File: src/hw/rtl/assert_macros.svh
// ----------------------------------------------------------------------------
// assert_macros.svh
// Concurrent assertion wrappers, removable by defining ASSERT_OFF.
// ----------------------------------------------------------------------------
`ifndef ASSERT_MACROS_SVH
`define ASSERT_MACROS_SVH
`ifndef ASSERT_OFF
`define ASSERT_IMPLY(label, clk, rst_n, ante, cons) \
	label: assert property (@(posedge clk) disable iff (!rst_n) (ante) |-> (cons)) \
		else $error("assertion failed");
`define ASSERT_NEXT(label, clk, rst_n, ante, cons) \
	label: assert property (@(posedge clk) disable iff (!rst_n) (ante) |=> (cons)) \
		else $error("assertion failed");
`else
`define ASSERT_IMPLY(label, clk, rst_n, ante, cons)
`define ASSERT_NEXT(label, clk, rst_n, ante, cons)
`endif
`endif

File: src/hw/rtl/tps_ram.sv
// ----------------------------------------------------------------------------
// tps_ram
// Simple dual-port RAM, one write and one registered read port.
// ----------------------------------------------------------------------------
module tps_ram #(
	parameter int WIDTH = 8,
	parameter int DEPTH = 16,
	localparam int AW = (DEPTH > 1) ? $clog2(DEPTH) : 1
) (
	input  logic             clk,
	input  logic             we,
	input  logic [AW-1:0]    waddr,
	input  logic [WIDTH-1:0] wdata,
	input  logic             re,
	input  logic [AW-1:0]    raddr,
	output logic [WIDTH-1:0] rdata
);

	logic [WIDTH-1:0] mem_q [DEPTH];

	always_ff @(posedge clk) begin
		if (we) begin
			mem_q[waddr] <= wdata;
		end
		if (re) begin
			rdata <= mem_q[raddr];
		end
	end

endmodule

File: config.mk
export PLATFORM = sky130hd
export DESIGN_NAME = tps_ram
export DESIGN_NICKNAME = d
export VERILOG_FILES = /design/src/hw/rtl/assert_macros.svh /design/src/hw/rtl/tps_ram.sv
export SDC_FILE = /design/constraint.sdc
export NUM_CORES = 1
export LEC_CHECK = 0
export BUFFER_PORTS_ARGS = -buffer_cell sky130_fd_sc_hd__buf_2
export CAP_MARGIN = 20
export CORE_MARGIN = 2
export CORE_UTILIZATION = 48
export CTS_BUF_LIST = sky130_fd_sc_hd__clkbuf_8
export DETAILED_ROUTE_END_ITERATION = 8
export MAX_ROUTING_LAYER = met4
export PLACE_DENSITY = 0.71
export RECOVER_POWER = 100
export SYNTH_ARGS = -nofsm -noshare
export SYNTH_HDL_FRONTEND = slang
export SYNTH_SLANG_ARGS = --single-unit
File: constraint.sdc
create_clock -name clk -period 3.3 [get_ports clk]
set_clock_uncertainty 0.05 [all_clocks]
set_input_delay 0.495 -clock clk [delete_from_list [all_inputs] [get_ports clk]]
set_output_delay 0.495 -clock clk [all_outputs]
set_load 0.005 [all_outputs]
# Word level (Yosys, flattened, before mapping)
# Memory sizes are Yosys's and may differ from the RTL's. A register that Yosys moved wholly into a read port is not among the register bits.
# Index checks and enable logic that the tools add are counted.
dict set report classes {
  n_mux 2
}
# cell n
set op_table {}
lappend op_table {{1-bit 2-to-1 mux} 2}
dict set report totals {
  mem_count 1
  output_inout_bits 8
  ramBits 128
  elab_cells 3
  inputBits 19
  reg_bits 0
}
# name depth width read_ports rd_clocked_by_memory_dff write_ports line
set mem_list {}
lappend mem_list {mem_q 16 8 1 1 1 tps_ram.sv:19} ;# logic [WIDTH-1:0] mem_q [DEPTH];

# Longest topological paths before layout
dict set report depth {
  depth_word 2
  mapped_depth 5
  depth_no_buf 3
}

# Worst setup path before layout
# Ideal clock, no wire load.
dict set report synth_path {
  path_kind {input to register}
  startpoint {input port waddr[2]}
  endpoint {memory mem_q[0][0], enable pin}
  path_stages 2
  setup_slack_ps 1262
  path_buffers 0
  arrival_ps 1605
  required_time_ps 2867
  setup_ps 383
  path_cell_list {or3b_2 nor3_1}
}
# item line
set synth_lines {}
lappend synth_lines {{from (decl)} tps_ram.sv:12} ;# input logic [AW-1:0] waddr,
lappend synth_lines {{to (decl)} tps_ram.sv:19}
# Straight into the memory's write port.

==> results.txt <==
outcome -> finished clean
sequential cell area fraction in the yosys report -> 78.12%
initial antenna violation count -> 0
post-route worst setup slack -> 0.9672 ns
CTS tree -> yes
Vias/cell -> 5.655
site row count -> 38
ANT cells -> 0
multi-input logic area -> 0.001057 sq mm
Synth area leaders -> edfxtp_1 (78%), mux4_2 (7.8%), mux4_1 (7.0%)
pin count of the biggest net entering global routing -> 33
placer congestion estimate -> 0.7572
Syn Area/Cell -> 22.83 sq um
Detailed Route WL -> 9210 um
worst reg2reg path startpoint -> mem_q[10][2]
Max-slew headroom -> 43.23%
clock latency on the worst-skew pair -> 0.44 ns
ys async rst share -> 0%
antenna viol nets, final -> 0
# H-tree levels -> 4
Port Buf Inserts -> 26
Clock Power Share -> 37.4%
HP Start -> re
synth-to-layout area growth -> 11.58%
vias -> 2392
CTS Sinks -> 136
Yosys warning count -> 0
final slew viol count -> 0
Yosys reg bits -> 136
die width -> 108.4 um
Starting Density -> 48.65%
Core Area -> 0.01075 sq mm
Hold WS -> 0.4938 ns
Switching Share -> 21.05%
count leader, synth -> edfxtp_1
Setup CP Type -> in2reg
vias in the first global route -> 2445
die height -> 108.4 um
Worst R2R Path Depth -> 3
top-area cell type share of the netlist area -> 78.12%
Congestion Overflow GR -> 0
Mapped Nets -> 248
# resized after CTS -> 0
reg-to-reg slack, setup -> 1.77 ns
Synth cell types -> 18
maximum fanout along the worst path -> 9
first-pass GRT wire length -> 14170 um
HP Class -> in2reg
post-DP HPWL -> 6040 um
minimum clock period -> 2.333 ns
hold path endpoint -> rdata[3]
total negative slack -> 0 ns
fill count -> 843
hold depth -> 1
peak supply drop -> 0.2481 mV
RSZ-0062 raised after global routing -> no
Max-cap violations -> 0
DRT Pass-1 Iters -> 4
Final #Nets -> 289
Tcrit/Tclk final -> 70.69%
die area -> 0.01174 sq mm
startpoint types -> input port
synthesized cell area -> 0.005228 sq mm
Reg clk slew, reported paths -> 0.08 ns
Crit. End Element -> flop
Post-Synthesis Cells -> 229
post-CTS setup buffers -> 0
Finished Layout Cells -> 423
Sequential Area -> 0.004084 sq mm
routed wire length per instance -> 21.77 um
Root Buffer -> clkbuf_8
final core occ -> 54.29%
Boundary Pins -> 27
final hold violation count -> 0
Sw Pwr -> 0.0007112 W
sequential power share -> 57.9%
pwr dens -> 579.3 mW/mm^2
Static Leak -> 1.862 nW
number of flops mapped to enable cells by yosys -> 136
clock buffer depth -> 2
GRT Util Overall -> 18.10%
final setup fails -> 0
top cells by count, synth -> edfxtp_1 (136), mux4_2 (18), a22oi_1 (16)
1st-iter DRT viols -> 138
Yosys top cell by area -> edfxtp_1
worst slew pin tran -> 0.8484 ns
Crit path arrival time -> 2.47 ns
CP required -> 3.43 ns
internal power -> 0.002668 W
share of layout cells above drive strength 1 -> 19.79%
Logic pwr share -> 4.7%
reg2reg end -> rdata[2]
TritonCTS buffer count -> 17
Hold-fix buffers, CTS -> 0
Residual DRC -> 0
Fmax -> 428.7 MHz
DP Worst Slack -> 0.9889 ns
placed insts -> 391
ys flop type -> edfxtp_1
## worst max-delay path, cell delays in order
cell	delay, ns
clkbuf_1	0.51
clkbuf_1	0.54
mux4_1	0.64
a22oi_1	0.20
nand2_1	0.07
## final cells by class
class | count | area share (%)
Tap cell | 140 | 3.003
Multi-Input combinational cell | 83 | 18.13
Clock buffer | 17 | 4.011
Timing Repair Buffer | 32 | 2.488
Sequential cell | 136 | 70.01
Clock inverter | 15 | 2.360
## kinds of logic after synthesis
family	after synthesis	share of synthesized area, %
DFF	136	78.12
and+or+nand+nor	35	3.136
buffers and inverters	10	1.651
muxes	32	14.79
AOI/OAI and AO/OA	16	2.298
## power by group through the flow
stage	clock network [W]	registers [W]	logic, W
floorplan	0	0.00199	0.0000982
CTS	0.00128	0.00196	0.000168
finish	0.00126	0.00196	0.000160
detailed placement	0	0.00199	0.000168
global placement	0	0.00199	0.000163
global route	0.00136	0.00196	0.000177
## cells in the final DEF (no fill, tap or decap), drive strengths merged
cell type,count
nor2,13
or3b,1
clkinv,10
nor2b,1
nand2b,2
nand3,1
a22oi,16
nand2,9
nor3,4
bufinv,2
and2,1
and2b,1
nand3b,2
inv,1
clkinvlp,2
clkbuf,41
mux4,32
edfxtp,136
buf,8
## per-layer routing
layer	part of all wire [%]	up-vias	global-route usage (%)
li1	-	1061	-
met1	45	1253	24.00
met2	48	68	26.06
met3	5.0	10	6.088
met4	1.3	0	7.326
met5	0	-	-
## per-stage QoR
stage | instance area [sq um] | power, W
2_1_floorplan | 5228 | 0.002088
3_3_place_gp | 5504 | 0.002155
3_5_place_dp | 5504 | 0.002162
4_1_cts | 5876 | 0.003407
5_1_grt | 5833 | 0.003492
6_report | 5833 | 0.003379
## worst max-delay path by stage
stage / end / slack [ns] / cells after the start / from
floorplan: mem_q[0][0] / 1.26 / 2 / waddr[2]
global placement: rdata[2] / 1.04 / 5 / raddr[0]
detailed placement: mem_q[2][2] / 0.99 / 3 / waddr[2]
CTS: mem_q[2][0] / 1.50 / 3 / waddr[2]
global route: rdata[3] / 0.85 / 5 / raddr[0]
finish: rdata[2] / 0.97 / 5 / raddr[0]
## sequential cells by signal, summed over array words and instances (netlist names)
| signal | flops |
|---|---|
| mem_q | 128 |
| rdata | 8 |
Note: power is estimated with default switching activity, not from simulation.
