**config.mk**
```make
export PLATFORM = sky130hd
export DESIGN_NAME = tps_isqrt
export DESIGN_NICKNAME = d
export VERILOG_FILES = /design/src/hw/rtl/assert_macros.svh /design/src/hw/rtl/tps_pkg.sv /design/src/hw/rtl/tps_isqrt.sv
export SDC_FILE = /design/constraint.sdc
export NUM_CORES = 1
export LEC_CHECK = 0
export ABC_AREA = 1
export BUFFER_PORTS_ARGS = -buffer_cell sky130_fd_sc_hd__buf_2
export CORE_MARGIN = 3
export CORE_UTILIZATION = 30
export DETAILED_ROUTE_END_ITERATION = 8
export PLACE_DENSITY = 0.46
export SYNTH_ARGS = -nofsm -noshare
export SYNTH_HDL_FRONTEND = slang
export SYNTH_SLANG_ARGS = --single-unit
```
**constraint.sdc**
```tcl
create_clock -name clk -period 6.7 [get_ports clk]
set_input_delay 1.005 -clock clk [delete_from_list [all_inputs] [get_ports clk]]
set_output_delay 1.005 -clock clk [all_outputs]
set_load 0.1 [all_outputs]
```
**src/hw/rtl/assert_macros.svh**
```systemverilog
// ----------------------------------------------------------------------------
// assert_macros.svh
// Concurrent assertion wrappers, removable by defining ASSERT_OFF.
// ----------------------------------------------------------------------------
`ifndef ASSERT_MACROS_SVH
`define ASSERT_MACROS_SVH
`ifndef ASSERT_OFF
`define ASSERT_IMPLY(label, clk, rst_n, ante, cons) \
	label: assert property (@(posedge clk) disable iff (!rst_n) (ante) |-> (cons)) \
		else $error("assertion failed");
`define ASSERT_NEXT(label, clk, rst_n, ante, cons) \
	label: assert property (@(posedge clk) disable iff (!rst_n) (ante) |=> (cons)) \
		else $error("assertion failed");
`else
`define ASSERT_IMPLY(label, clk, rst_n, ante, cons)
`define ASSERT_NEXT(label, clk, rst_n, ante, cons)
`endif
`endif

```
**src/hw/rtl/tps_pkg.sv**
```systemverilog
// ----------------------------------------------------------------------------
// tps_pkg
// Shared types, codes and constants of the triangle point sampler.
// ----------------------------------------------------------------------------
package tps_pkg;

	localparam int VERTEX_DEPTH_DEF = 4096;
	localparam int FACET_DEPTH_DEF  = 4096;
	localparam int REF_W   = 12;
	localparam int POS_W   = 32;
	localparam int NRM_W   = 16;
	localparam int SMP_W   = 16;
	localparam int WGT_W   = 17;
	localparam int ACC_W   = 50;
	localparam int VTX_W   = 3 * POS_W + 3 * NRM_W;
	localparam int FCT_W   = 3 * REF_W;
	localparam logic [WGT_W-1:0] ONE_Q16 = 17'h10000;

	typedef enum logic [1:0] {
		OP_VTX = 2'd0,
		OP_FCT = 2'd1,
		OP_SMP = 2'd2,
		OP_NOP = 2'd3
	} tps_op_t;

	typedef enum logic [2:0] {
		ST_IDLE,
		ST_FRMW,
		ST_FCAP,
		ST_SQRT,
		ST_WGT,
		ST_VRD,
		ST_MAC,
		ST_OUT
	} tps_state_t;

endpackage

```
**src/hw/rtl/tps_isqrt.sv**
```systemverilog
// ----------------------------------------------------------------------------
// tps_isqrt
// Bit-serial integer square root of x * 65536, one result bit per cycle.
// ----------------------------------------------------------------------------
module tps_isqrt (
	input  logic                      clk,
	input  logic                      arst_n,
	input  logic                      start,
	input  logic [tps_pkg::WGT_W-1:0] x,
	output logic                      done,
	output logic [tps_pkg::WGT_W-1:0] root
);
	import tps_pkg::*;

	logic [32:0] n_q;
	logic [33:0] r_q;
	logic [32:0] bit_q;
	logic        busy_q;
	logic [33:0] trial;

	assign trial = r_q + {1'b0, bit_q};
	assign done  = busy_q && (bit_q == '0);
	assign root  = r_q[WGT_W-1:0];

	always_ff @(posedge clk or negedge arst_n) begin
		if (!arst_n) begin
			busy_q <= 1'b0;
		end else if (start) begin
			busy_q <= 1'b1;
		end else if (done) begin
			busy_q <= 1'b0;
		end
	end

	always_ff @(posedge clk) begin
		if (start) begin
			n_q   <= {x, 16'h0000};
			r_q   <= '0;
			bit_q <= 33'h1_0000_0000;
		end else if (busy_q && (bit_q != '0)) begin
			if ({1'b0, n_q} >= trial) begin
				n_q <= n_q - trial[32:0];
				r_q <= (r_q >> 1) + {1'b0, bit_q};
			end else begin
				r_q <= r_q >> 1;
			end
			bit_q <= bit_q >> 2;
		end
	end

endmodule

```
* Word-level counts from Yosys, hierarchy flattened
Cells that the tools add are included.
** Storage, ports and cells
- Output and inout port bits :: 18
- Bits in registers :: 85
- Word-level logic and storage cells :: 24
- Input port bits :: 20
** Operators by class
- Multiplexer cells :: 6
- Add/sub/neg operators :: 3
- Reduce and logical (&&, ||, !) cells :: 9
- Magnitude comparators :: 1
** Operators by type and width (count)
- 2-to-1 mux 33 bit :: 3
- adder 33 x 33 -> 34 bit :: 1
- adder 34 x 33 -> 34 bit :: 1
- >= comparator 33 x 34 -> 1 bit :: 1
- 2-to-1 mux 34 bit :: 1
- logical NOT 33 bit :: 1
- nonzero test 33 bit :: 1
- subtractor 33 bit :: 1
- nonzero test 2 bit :: 3
- AND reduction 2 bit :: 2
- logical AND 1 bit :: 2
- 2-to-1 mux 1 bit :: 2

* Logic depth before layout (Yosys ltp)
Gate-level depths: netlist of run 1.
- Depth in word-level cells :: 5
- Depth in mapped cells :: 30
- Mapped depth without buffers :: 29

* Worst setup path after synthesis of run 1
No wires, ideal clock.
- Path kind :: flip-flop to flip-flop
- Start point :: reg bit_q[0]
- End point :: reg n_q[16], enable pin
- Period minus slack after synthesis :: 3.972 ns
- Path buffers :: 0
- Setup slack :: 2.728 ns
- Cell stages (with the launch flop) :: 27
- Arrival time :: 3.598 ns
- Library setup time :: 0.374 ns
- Required time :: 6.326 ns
- Path through :: dfxtp_1 -> ha_1 -> ha_1 -> nand2_1 -> a21oi_1 -> a21oi_1 -> nor2_2 -> nand2_1 -> nand2_1 -> nand2_1 -> nand2_1 -> nand3b_1 -> a21oi_1 -> xnor2_1 -> ha_1 -> nand2_1 -> nor2_1 -> nand2_1 -> nor2_1 -> nand2_1 -> nand2_1 -> nand2_1 -> nand2_1 -> nand2_1 -> nand2_4 -> nand3_4 -> nand2_1
** On the way
- Word-level cells in the longest chain between the ends :: 4
- Elaborated cells on any way between the ends :: 7
- Those cells by class :: add/sub (1); order compare (1); reduce/logical (5)
** Ends and longest elaborated chain
- start, declared :: RTL line tps_isqrt.sv:17 : logic [32:0] bit_q;
- start signal, assigned :: RTL line tps_isqrt.sv:47 : bit_q <= bit_q >> 2;
- adder 34 x 33 -> 34 bit or nonzero test 33 bit (tied branches) :: RTL line tps_isqrt.sv:21, tps_isqrt.sv:40
- >= comparator 33 x 34 -> 1 bit or logical AND 1 bit (tied branches) :: RTL line tps_isqrt.sv:41, tps_isqrt.sv:40
- nonzero test 2 bit (no source line)
- AND reduction 2 bit (no source line) (*)
- end signal, assigned :: RTL line tps_isqrt.sv:37 : n_q <= {x, 16'h0000};
- end signal, assigned :: RTL line tps_isqrt.sv:42 : n_q <= n_q - trial[32:0];
- end, declared :: RTL line tps_isqrt.sv:15 : logic [32:0] n_q;
Every way passes the cells marked *; elsewhere a longest branch is shown, timed or not.
A chain may end at the register's enable or synchronous reset.

* Worst setup path in the final report of run 1
- Start point :: reg bit_q[0]
- End point :: reg n_q[32], enable pin
The elaborated chain is that of the path after synthesis.

==> impl_results.md, run 1 <==
* Status: finished clean
* Die W at 175.6 µm
* Syn_nets at 1452
* Vias in the first global route at 8798
* Syn-to-layout area delta at 8.297%
* Max Cap Violations at 0
* Peak Freq at 0.1841 GHz
* Number of I/O port buffers at 37
* Crit-path max FO at 21
* Cts-stage hold buffer count at 0
* Post-CTS Resized at 0
* CTS Buffer Depth at 2
* Clock period minus worst slack at 5.431 ns
* Multi-input gate area at 0.005717 mm²
* Yosys warning total at 0
* First DRT Iteration DRCs at 487
* Yosys cell types at 44
* Final Hold Fails at 0
* Critical Path RT at 6.68 ns
* Synthesized area per cell at 6.333 µm²
* Commonest non-fill, non-tap cell in the layout: nand2_1
* Die height at 175.6 µm
* CTS root buffer: clkbuf_16
* Gr usage total at 20.03%
* Core area at 0.02809 mm²
* Initial Utilization at 30.71%
* RSZ-0062 raised after global routing: no
* Setup ws final at 1.269 ns
* Clock transition at the registers of the reported paths at 0.07 ns
* CTS Sinks at 85
* Final #Nets at 1457
* Hold/Removal Path Class: primary input to asynchronous set/reset pin
* Ant diodes at 0
* CP endpoint kind: register
* Worst path arrival time at 5.41 ns
* Remaining DRCs at 0
* Peak supply drop at 0.1626 mV
* Vias/cell at 4.972
* Post-Synthesis Cells at 1362
* Postcts setup bufs at 0
* Largest net degree at the start of global routing at 36
* Routed wire per std cell at 17.55 µm
* CTS H-Tree Depth at 3
* Final Cycle Share at 81.05%
* Crit Path Class: register to register
* Core Rows at 61
* Global route overflow at 0
* Worst skew pair latency at 0.35 ns
* Fraction of layout cells with a size suffix above 1 at 5.831%
* Post-DP HPWL at 24800 µm
* Worst-margin pin slew at 0.9340 ns
* Cell leakage power at 4.135 nW
* Drt first pass iters at 5
* Most frequent cells in the layout: nand2_1, inv_1, nand3_1
* Routability congestion estimate at 0.9579
* Post-Syn Area at 0.008626 mm²
* Detailed-route via count at 8701
* Ports at 38
* Setup-failing EPs final at 0
* Routed Antenna Nets at 0
* CTS buffer count at 9
* Fill count at 3283
* Max-slew violations at 0
* First-pass GRT wire length at 48650 µm
* Startpoint types: register
* Final Skew at 0.01234 ns
* Die ar. at 0.03082 mm²
* Slew headroom at 37.50%
* Seq cells post-synth at 85
* Initial antenna violation count at 0
* Register area at 0.001877 mm²
* Register area share after synthesis at 21.76%
* CTS tree: yes
* Setup TNS at 0 ns
* Dpl ws at 1.230 ns
* WL final at 30700 µm
* Pwr/cell area at 513.1 mW/mm²
[final cells by class]
type	instances	share of cell area [%]
Tap cell	378	5.063
Multi-Input combinational cell	1036	61.20
Timing Repair Buffer	44	2.545
Clock buffer	10	2.451
Inverter	191	7.675
Clock inverter	6	0.9778
Sequential cell	85	20.09
[sequential cells by signal, summed over array words and instances, names as in the netlist]
| signal | cells |
|---|---|
| r_q | 34 |
| n_q | 33 |
| bit_q | 17 |
| busy_q | 1 |
[power by group]
group	leakage (nW)	total, mW	switching (mW)	internal, mW
registers	0.734	0.909	0.204	0.705
clock network	0.154	0.569	0.239	0.331
logic	3.25	3.31	2.28	1.03
[worst paths after layout]
| check | start | cells after the start | slack, ns | to |
|---|---|---|---|---|
| max | bit_q[0] | 26 | 1.27 | n_q[32] |
| min | arst_n | 1 | 0.41 | busy_q |
| max reg2reg | bit_q[0] | 26 | 1.27 | n_q[32] |
| min reg2reg | n_q[14] | 2 | 0.48 | n_q[14] |
| max in group asynchronous | arst_n | 1 | 6.21 | busy_q |
| min in group clk | n_q[14] | 2 | 0.48 | n_q[14] |
[metrics by stage]
step	hold slack (ns)	total power [mW]	util (%)	area, µm²	cells
after global routing	0.3857	5.224	33.26	9341	1750
after floorplan	0.4474	3.457	-	8626	1362
after CTS	0.3899	4.806	33.26	9341	1750
final	0.4074	4.793	33.26	9341	1750
after global placement	0.4576	4.238	32.12	9021	1734
after detailed placement	0.4709	4.216	32.12	9021	1734
[critical path, stage by stage (launching register included)]
cell     delay [ns]
dfxtp_1        0.42
ha_1           0.32
ha_1           0.23
nand2_1        0.07
a21oi_1        0.35
a21oi_1        0.14
nor2_2         0.23
nand2_1        0.10
a21oi_2        0.22
nand3_1        0.10
nand2_1        0.18
xnor2_1        0.17
ha_1           0.39
nand2_1        0.13
inv_2          0.08
nand2_2        0.06
nor3_2         0.15
inv_2          0.04
nor2_1         0.08
nand2_1        0.05
nand2_1        0.09
nand2_1        0.06
nand2_1        0.06
nand2_1        0.08
nand2_4        0.26
nand3_4        0.27
nand2_1        0.71
[cells by family after synthesis]
kind of cell | Yosys count | synth area share (%)
compound gates | 257 | 16.32
xor+xnor | 86 | 8.732
fa+ha+maj | 70 | 10.24
buf+inv | 241 | 11.97
flops | 85 | 21.76
simple gates | 623 | 30.98
[synthesized netlist by cell type]
cell type	number	area share [%]
clkinv_1	2	0.087
a221oi_1	1	0.10
o21ai_0	71	4.1
or2_2	1	0.073
ha_1	69	10
a21o_1	5	0.44
a21oi_1	96	5.6
buf_6	4	0.52
xor2_1	42	4.3
clkbuf_1	13	0.57
xnor2_1	44	4.5
a31oi_1	8	0.58
nand2_4	2	0.26
nand2_1	351	15
nand3_1	116	6.7
o32ai_1	1	0.10
nor2_2	4	0.29
o31ai_1	1	0.087
a21oi_2	1	0.10
o211ai_1	4	0.35
fa_1	1	0.23
o21a_1	2	0.17
buf_1	1	0.043
nand3b_1	8	0.70
o21bai_1	13	1.1
inv_1	183	8.0
a41oi_1	1	0.10
edfxtp_1	17	5.9
dfxtp_1	67	16
o22ai_1	18	1.3
nor4_1	4	0.29
dfrtp_1	1	0.29
nor3_2	1	0.12
buf_2	9	0.52
inv_2	6	0.26
nand3_4	2	0.41
nand4_1	24	1.7
nor2_1	92	4.0
buf_4	23	2.0
o311ai_0	2	0.20
nor3_1	14	0.81
o221ai_1	1	0.10
nand2_2	4	0.29
o21ai_1	32	1.9
[metal layers]
| layer | global-route usage [%] | part of all wire, % |
|---|---|---|
| met1 | 27.68 | 49 |
| met2 | 33.69 | 47 |
| met3 | 2.313 | 2.4 |
| met4 | 4.223 | 1.5 |
| met5 | 0 | 0 |
Note: power is estimated with default switching activity, not from simulation.
==> inputs of run 2 (changes only) <==
- ABC_AREA: 1 -> 0
- PLACE_DENSITY: 0.46 -> 0.48
- clock period: 6.7 -> 4.35 ns (I/O delays scaled with it)
==> impl_results.md, run 2 <==
* Clock transition at the registers of the reported paths at 0.07 ns (about the same)
* Routed Antenna Nets at 0 (unchanged)
* Comb power frac at 74.2% (+5.0 points)
* WL final at 23520 µm (-23%)
* Ys flop type: dfxtp_1
* Most frequent cell after synthesis: nand2_1
* Cell leakage power at 3.981 nW (-3.7%)
* Reg2Reg Depth at 24 (-7.7%)
* CTS Buffer Depth at 2 (unchanged)
* Syn-to-layout area delta at 35.91%
* Initial Utilization at 30.99% (+0.27 points)
* Drt first pass iters at 6 (+1)
* Gr usage total at 18.02% (-2.0 points)
* Sequential Power Share at 15.1% (-3.9 points)
* Die ar. at 0.02555 mm² (-17%)
* Number of I/O port buffers at 37 (unchanged)
* Die W at 159.8 µm (-9.0%)
* Yosys warning total at 0 (unchanged)
* Yosys cell types at 68 (+55%)
* Largest register FFs at 34 (unchanged)
* Post-synth ARST share at 1.176% (unchanged)
* Global route overflow at 0 (unchanged)
* CTS tree: yes
* Remaining DRCs at 0 (unchanged)
* Vias in the first global route at 6774 (-23%)
* Pwr/cell area at 874.7 mW/mm² (+70%)
* First-pass GRT wire length at 37250 µm (-23%)
* Net switching fraction of the power at 47.22% (-9.7 points)
* Worst skew pair latency at 0.36 ns (about the same)
* Core Rows at 55 (-9.8%)
* Synthesized area per cell at 8.032 µm² (+27%)
* Most frequent cells in the layout: buf_4, nand2_1, a21oi_1
* Cell taking the most area after synthesis: dfxtp_1
* Dpl ws at -0.2775 ns (-1.507 ns)
* Ant diodes at 0 (unchanged)
* Max Cap Violations at 0 (unchanged)
* EDFF count, synth at 17 (unchanged)
* Final Skew at 0.006530 ns (-0.005811 ns)
* Setup TNS at -14.97 ns (-14.97 ns)
* CTS root buffer: clkbuf_16
* Fill count at 2307 (-30%)
* Syn_nets at 974 (-33%)
* First DRT Iteration DRCs at 598 (+23%)
* Reg with most FFs: r_q
* Worst path arrival time at 4.75 ns (-0.66 ns)
* Largest regs: r_q (34), n_q (33), bit_q (17)
* Pint at 4.455 mW (+120%)
* Hold/Removal Path Class: primary input to asynchronous set/reset pin
* Die height at 159.8 µm (-9.0%)
* CTS Sinks at 85 (unchanged)
* Register area at 0.001884 mm² (+0.40%)
* Multi-input gate area at 0.005283 mm² (-7.6%)
* Seq cells post-synth at 85 (unchanged)
* Setup ws final at -0.2796 ns (-1.549 ns)
* Register area share after synthesis at 26.43% (+4.7 points)
* Top cells by count, synth: nand2_1, a21oi_1, ha_1
* Routability congestion estimate at 0.8762 (-8.5%)
* Share of the synthesized area in the top cell type at 18.89% (+3.3 points)
* Initial antenna violation count at 0 (unchanged)
* Commonest non-fill, non-tap cell in the layout: buf_4
* Clock network power share at 10.6% (-1.3 points)
* Crit Path Class: register to register
* Detailed-route via count at 7047 (-19%)
* Peak Freq at 0.2160 GHz (+17%)
* Post-Synthesis Cells at 884 (-35%)
* Max-slew violations at 0 (unchanged)
* Psw at 3.986 mW (+46%)
* Ports at 38 (unchanged)
* Post-DP HPWL at 17100 µm (-31%)
* Fraction of layout cells with a size suffix above 1 at 30.67% (+25 points)
* Slew headroom at 43.33% (+5.8 points)
* Violated checks: negative setup slack
* CTS H-Tree Depth at 3 (unchanged)
* Vias/cell at 5.170 (+4.0%)
* Setup-failing EPs final at 84 (+84)
* Crit-path max FO at 18 (-14%)
* CP endpoint kind: register
* Startpoint types: register
* R2R setup slack at -0.28 ns (-1.55 ns)
* RSZ-0062 raised after global routing: yes
* CTS buffer count at 9 (unchanged)
* Routed wire per std cell at 17.25 µm (-1.7%)
* Final Cycle Share at 106.4% (+25 points)
* Peak supply drop at 0.3635 mV (+120%)
* Core area at 0.02292 mm² (-18%)
* Clock period minus worst slack at 4.630 ns (-0.8010 ns)
* Final #Nets at 1135 (-22%)
* Post-Syn Area at 0.007101 mm² (-18%)
* Worst-margin pin slew at 0.8501 ns (-0.08389 ns)
* Dominant cells by area after synthesis: dfxtp_1, ha_1, edfxtp_1
* Cts-stage hold buffer count at 0 (unchanged)
* Critical Path RT at 4.47 ns (-2.21 ns)
* Largest net degree at the start of global routing at 40 (+11%)
* Status: complete, but fails checks
* Final Hold Fails at 0 (unchanged)
-- run 2: stage by stage --
| step | area, µm² | cells | util (%) | hold slack, ns | power [mW] |
|---|---|---|---|---|---|
| finish | 9651 | 1363 | 42.11 | 0.05004 | 8.441 |
| floorplan | 7209 | 884 | - | 0.3569 | 4.750 |
| global placement | 8638 | 1323 | 37.70 | 0.4284 | 6.585 |
| global route | 9651 | 1363 | 42.11 | 0.03927 | 9.055 |
| detailed placement | 8638 | 1323 | 37.70 | 0.4276 | 6.563 |
| CTS | 9250 | 1351 | 40.37 | 0.03854 | 7.810 |
-- run 2: cell families (layout without fill, tap and decap cells) --
kind of cell             count (synthesis)  in the layout  synth area share (%)
AO/OA/AOI/OAI                          285            285                 26.73
AND/OR/NAND/NOR                        276            276                 17.97
flip-flops                              85             85                 26.43
buffers and inverters                   83            249                 5.780
XOR/XNOR                                79             79                 9.744
adder cells (fa/ha/maj)                 70             70                 12.44
multiplexers                             6              6                0.8987
-- run 2: area by class of cell --
cell class | instances | share of cell area (%)
inverter | 26 | 1.050
multi-input combinational | 716 | 54.74
clock inverter | 6 | 0.9724
sequential | 85 | 19.53
clock buffer | 10 | 2.476
tap | 313 | 4.058
timing repair buffer | 207 | 17.18
-- run 2: path summary, 6_finish.rpt --
check / startpoint / endpoint
setup / recovery: r_q[0] / n_q[23]
hold / removal: arst_n / busy_q
setup reg to reg: r_q[0] / n_q[23]
hold reg to reg: n_q[0] / n_q[0]
max in group asynchronous: arst_n / busy_q
min in group clk: n_q[0] / n_q[0]
-- run 2: worst max-delay path, stage by stage, from the launching register on --
cell,delay (ns)
dfxtp_2,0.34
ha_4,0.16
ha_4,0.16
a21oi_4,0.13
o21bai_1,0.10
a31oi_1,0.18
buf_4,0.16
o21ai_4,0.06
buf_6,0.12
a31o_4,0.23
a31o_4,0.23
nand2_4,0.07
xor2_2,0.13
ha_1,0.28
nand4_1,0.12
buf_4,0.13
nor3_2,0.04
o31ai_2,0.27
a21oi_1,0.11
a211o_1,0.29
a221o_2,0.46
nand2_4,0.12
nor3_2,0.06
buf_12,0.20
a32o_1,0.22
-- run 2: power by group through the flow --
stage	registers (mW)	logic (mW)	clock network [mW]
2_1_floorplan	1.26	3.49	0
3_3_place_gp	1.29	5.29	0
3_5_place_dp	1.28	5.28	0
4_1_cts	1.27	5.62	0.914
5_1_grt	1.30	6.80	0.945
6_report	1.28	6.27	0.898
-- run 2: what timing repair did --
| item | in CTS | in global routing |
|---|---|---|
| setup buffers | 13 | 10 |
| gates resized for setup | 41 | 61 |
| setup endpoints to repair | 83 | 84 |
| pin swaps | 37 | 43 |
| gates cloned | 1 | 4 |
-- run 2: metal layers --
layer / global-route usage [%] / vias up / routed length (µm)
met5: 0 / - / 0
met4: 6.075 / 0 / 561
met3: 2.516 / 32 / 1052
met2: 26.88 / 178 / 10190
met1: 26.56 / 3249 / 11710
li1: - / 3588 / -
==> inputs of run 3 (changes only) <==
- PLACE_DENSITY: 0.48 -> 0.46
- clock period: 4.35 -> 4.92 ns (I/O delays scaled with it)
==> impl_results.md, run 3 (synthesis gave the netlist of run 2 again) <==
* Crit path from: bit_q[12]
* Origin of the critical flop-to-flop path: bit_q[12]
* Pwr/cell area at 727.6 mW/mm² (-17%)
* Largest regs: r_q (34), n_q (33), bit_q (17)
* Ant diodes at 0 (unchanged)
* Commonest non-fill, non-tap cell in the layout: nand2_1
* Most frequent cells in the layout: nand2_1, a21oi_1, dfxtp_1
* Clock transition at the registers of the reported paths at 0.07 ns (about the same)
* Placed inst area at 0.007824 mm² (-9.4%)
* Detailed-route via count at 6546 (-7.1%)
* Die height at 159.8 µm (unchanged)
* First-pass GRT wire length at 34400 µm (-7.7%)
* Routability congestion estimate at 0.8601 (-1.8%)
* Comb power frac at 70.2% (-4.0 points)
* Levels on crit path at 21 (-13%)
* Cell leakage power at 3.316 nW (-17%)
* WL final at 21590 µm (-8.2%)
* Max-slew violations at 0 (unchanged)
* RSZ-0062 raised after global routing: no
* Global route overflow at 0 (unchanged)
* CTS buffer count at 9 (unchanged)
* Drt first pass iters at 5 (-1)
* Final Hold Fails at 0 (unchanged)
* Core Rows at 55 (unchanged)
* Worst-margin pin slew at 0.8941 ns (+0.04406 ns)
* Syn-to-layout area delta at 18.71%
* CTS H-Tree Depth at 3 (unchanged)
* Worst skew pair latency at 0.35 ns (about the same)
* Setup ws final at 0.2524 ns (+0.5320 ns)
* CTS Sinks at 85 (unchanged)
* Setup crit end: n_q[17]
* Post-route cell area at 0.008429 mm² (-13%)
* Max Cap Violations at 0 (unchanged)
* Crit-path cells: ha_1 -> and4_1 -> nor2b_4 -> nand2_1 -> o21ai_2 -> a21oi_2 -> nor4b_4 -> buf_4 -> nor3_2 -> o21ai_1 -> xor2_1 -> ha_1 -> nand4_1 -> nor4_4 -> a31o_2 -> a221o_1 -> nand2_2 -> buf_12 -> or3_4 -> buf_4 -> o21ai_0
* First DRT Iteration DRCs at 385 (-36%)
* Initial antenna violation count at 0 (unchanged)
* Number of I/O port buffers at 37 (unchanged)
* Cts-stage hold buffer count at 0 (unchanged)
* Die W at 159.8 µm (unchanged)
* Largest register FFs at 34 (unchanged)
* Core area at 0.02292 mm² (unchanged)
* Pwr Total at 6.133 mW (-27%)
* Initial Utilization at 30.99% (unchanged)
* Non-Filler Instances at 1259 (-7.6%)
* Worst path arrival time at 4.87 ns (+0.12 ns)
* Crit-path max FO at 8 (-10)
* Fill count at 2403 (+4.2%)
* Peak Freq at 0.2142 GHz (-0.82%)
* Dpl cells at 1234 (-6.7%)
* CP top delay family: simple AND/OR/NAND/NOR gates
* Psw at 3.107 mW (-22%)
* CP Buf/Inv Count at 3 (-1)
* Fraction of layout cells with a size suffix above 1 at 18.39% (-12 points)
* Hold/Removal Path Class: primary input to asynchronous set/reset pin
* Die ar. at 0.02555 mm² (unchanged)
* Gr usage total at 16.57% (-1.4 points)
* CTS tree: yes
* CP endpoint kind: register
* Pint at 3.026 mW (-32%)
* Startpoint types: register
* Sequential Power Share at 18.9% (+3.8 points)
* Dpl ws at -0.5481 ns (-0.2707 ns)
* R2R setup slack at 0.25 ns (+0.53 ns)
* Final Skew at 0.009824 ns (+0.003295 ns)
* Vias/cell at 5.199 (+0.56%)
* Routed wire per std cell at 17.15 µm (-0.62%)
* Reg2Reg Depth at 21 (-13%)
* Critical R2R Capture: n_q[17]
* CTS Buffer Depth at 2 (unchanged)
* Remaining DRCs at 0 (unchanged)
* Critical Path RT at 5.12 ns (+0.65 ns)
* Vias in the first global route at 6287 (-7.2%)
* CP max stage cell: nor4_4
* Status: finished clean
* Crit Path Class: register to register
* Largest net degree at the start of global routing at 49 (+23%)
* Clock network power share at 10.9% (+0.3 points)
* Slew headroom at 40.39% (-2.9 points)
* Ports at 38 (unchanged)
* Max incr delay on CP at 0.41 ns (-0.05 ns)
* Reg with most FFs: r_q
* CTS root buffer: clkbuf_16
* Post-DP HPWL at 16140 µm (-5.6%)
* Final #Nets at 1031 (-9.2%)
* Final Cycle Share at 94.87% (-12 points)
* Setup-failing EPs final at 0 (-100%)
* Peak supply drop at 0.2894 mV (-20%)
* Clock period minus worst slack at 4.668 ns (+0.03804 ns)
* Net switching fraction of the power at 50.66% (+3.4 points)
* Routed Antenna Nets at 0 (unchanged)
* Setup TNS at 0 ns (+14.97 ns)
[run 3: routing by layer]
layer | share of wire [%] | track usage (%) | vias up
met3 | 3.2 | 2.257 | 18
met2 | 43 | 25.07 | 123
met1 | 52 | 24.37 | 3028
met5 | 0 | 0 | -
met4 | 2.0 | 5.128 | 0
li1 | - | - | 3377
[run 3: cell type report]
cell class                 instances  area [µm²]  area share (%)
inverter                          26       97.59           1.158
multi-input combinational        716        5060           60.03
clock inverter                     6       47.55          0.5640
clock buffer                      10       229.0           2.716
tap                              313       391.6           4.646
sequential                        85        1883           22.34
timing repair buffer             103       720.7           8.550
[run 3: repair_timing]
item	CTS	global route
cloned	0	1
pin swaps	3	19
hold endpoints to repair	0	0
gates resized for setup	10	48
setup endpoints to repair	84	84
buffers inserted	0	8
[run 3: power by group through the flow]
stage	Combinational (mW)	Clock, mW	Sequential, mW
after floorplan	3.02	0	1.11
after global placement	4.06	0	1.17
after detailed placement	4.06	0	1.16
after CTS	4.10	0.686	1.15
after global routing	4.75	0.711	1.19
final	4.31	0.666	1.16
[run 3: worst min-delay path by stage]
| stage | to | slack [ns] | cells past startpoint |
|---|---|---|---|
| 2_1_floorplan | n_q[0] | 0.43 | 1 |
| 3_3_place_gp | n_q[0] | 0.45 | 1 |
| 3_5_place_dp | n_q[0] | 0.46 | 1 |
| 4_1_cts | busy_q | 0.12 | 1 |
| 5_1_grt | busy_q | 0.13 | 1 |
| 6_report | busy_q | 0.15 | 1 |
[run 3: per-stage QoR]
stage	hold slack, ns	util [%]
2_1_floorplan	0.4323	-
3_3_place_gp	0.4493	34.14
3_5_place_dp	0.4607	34.14
4_1_cts	0.1223	35.58
5_1_grt	0.1266	36.78
6_report	0.1469	36.78
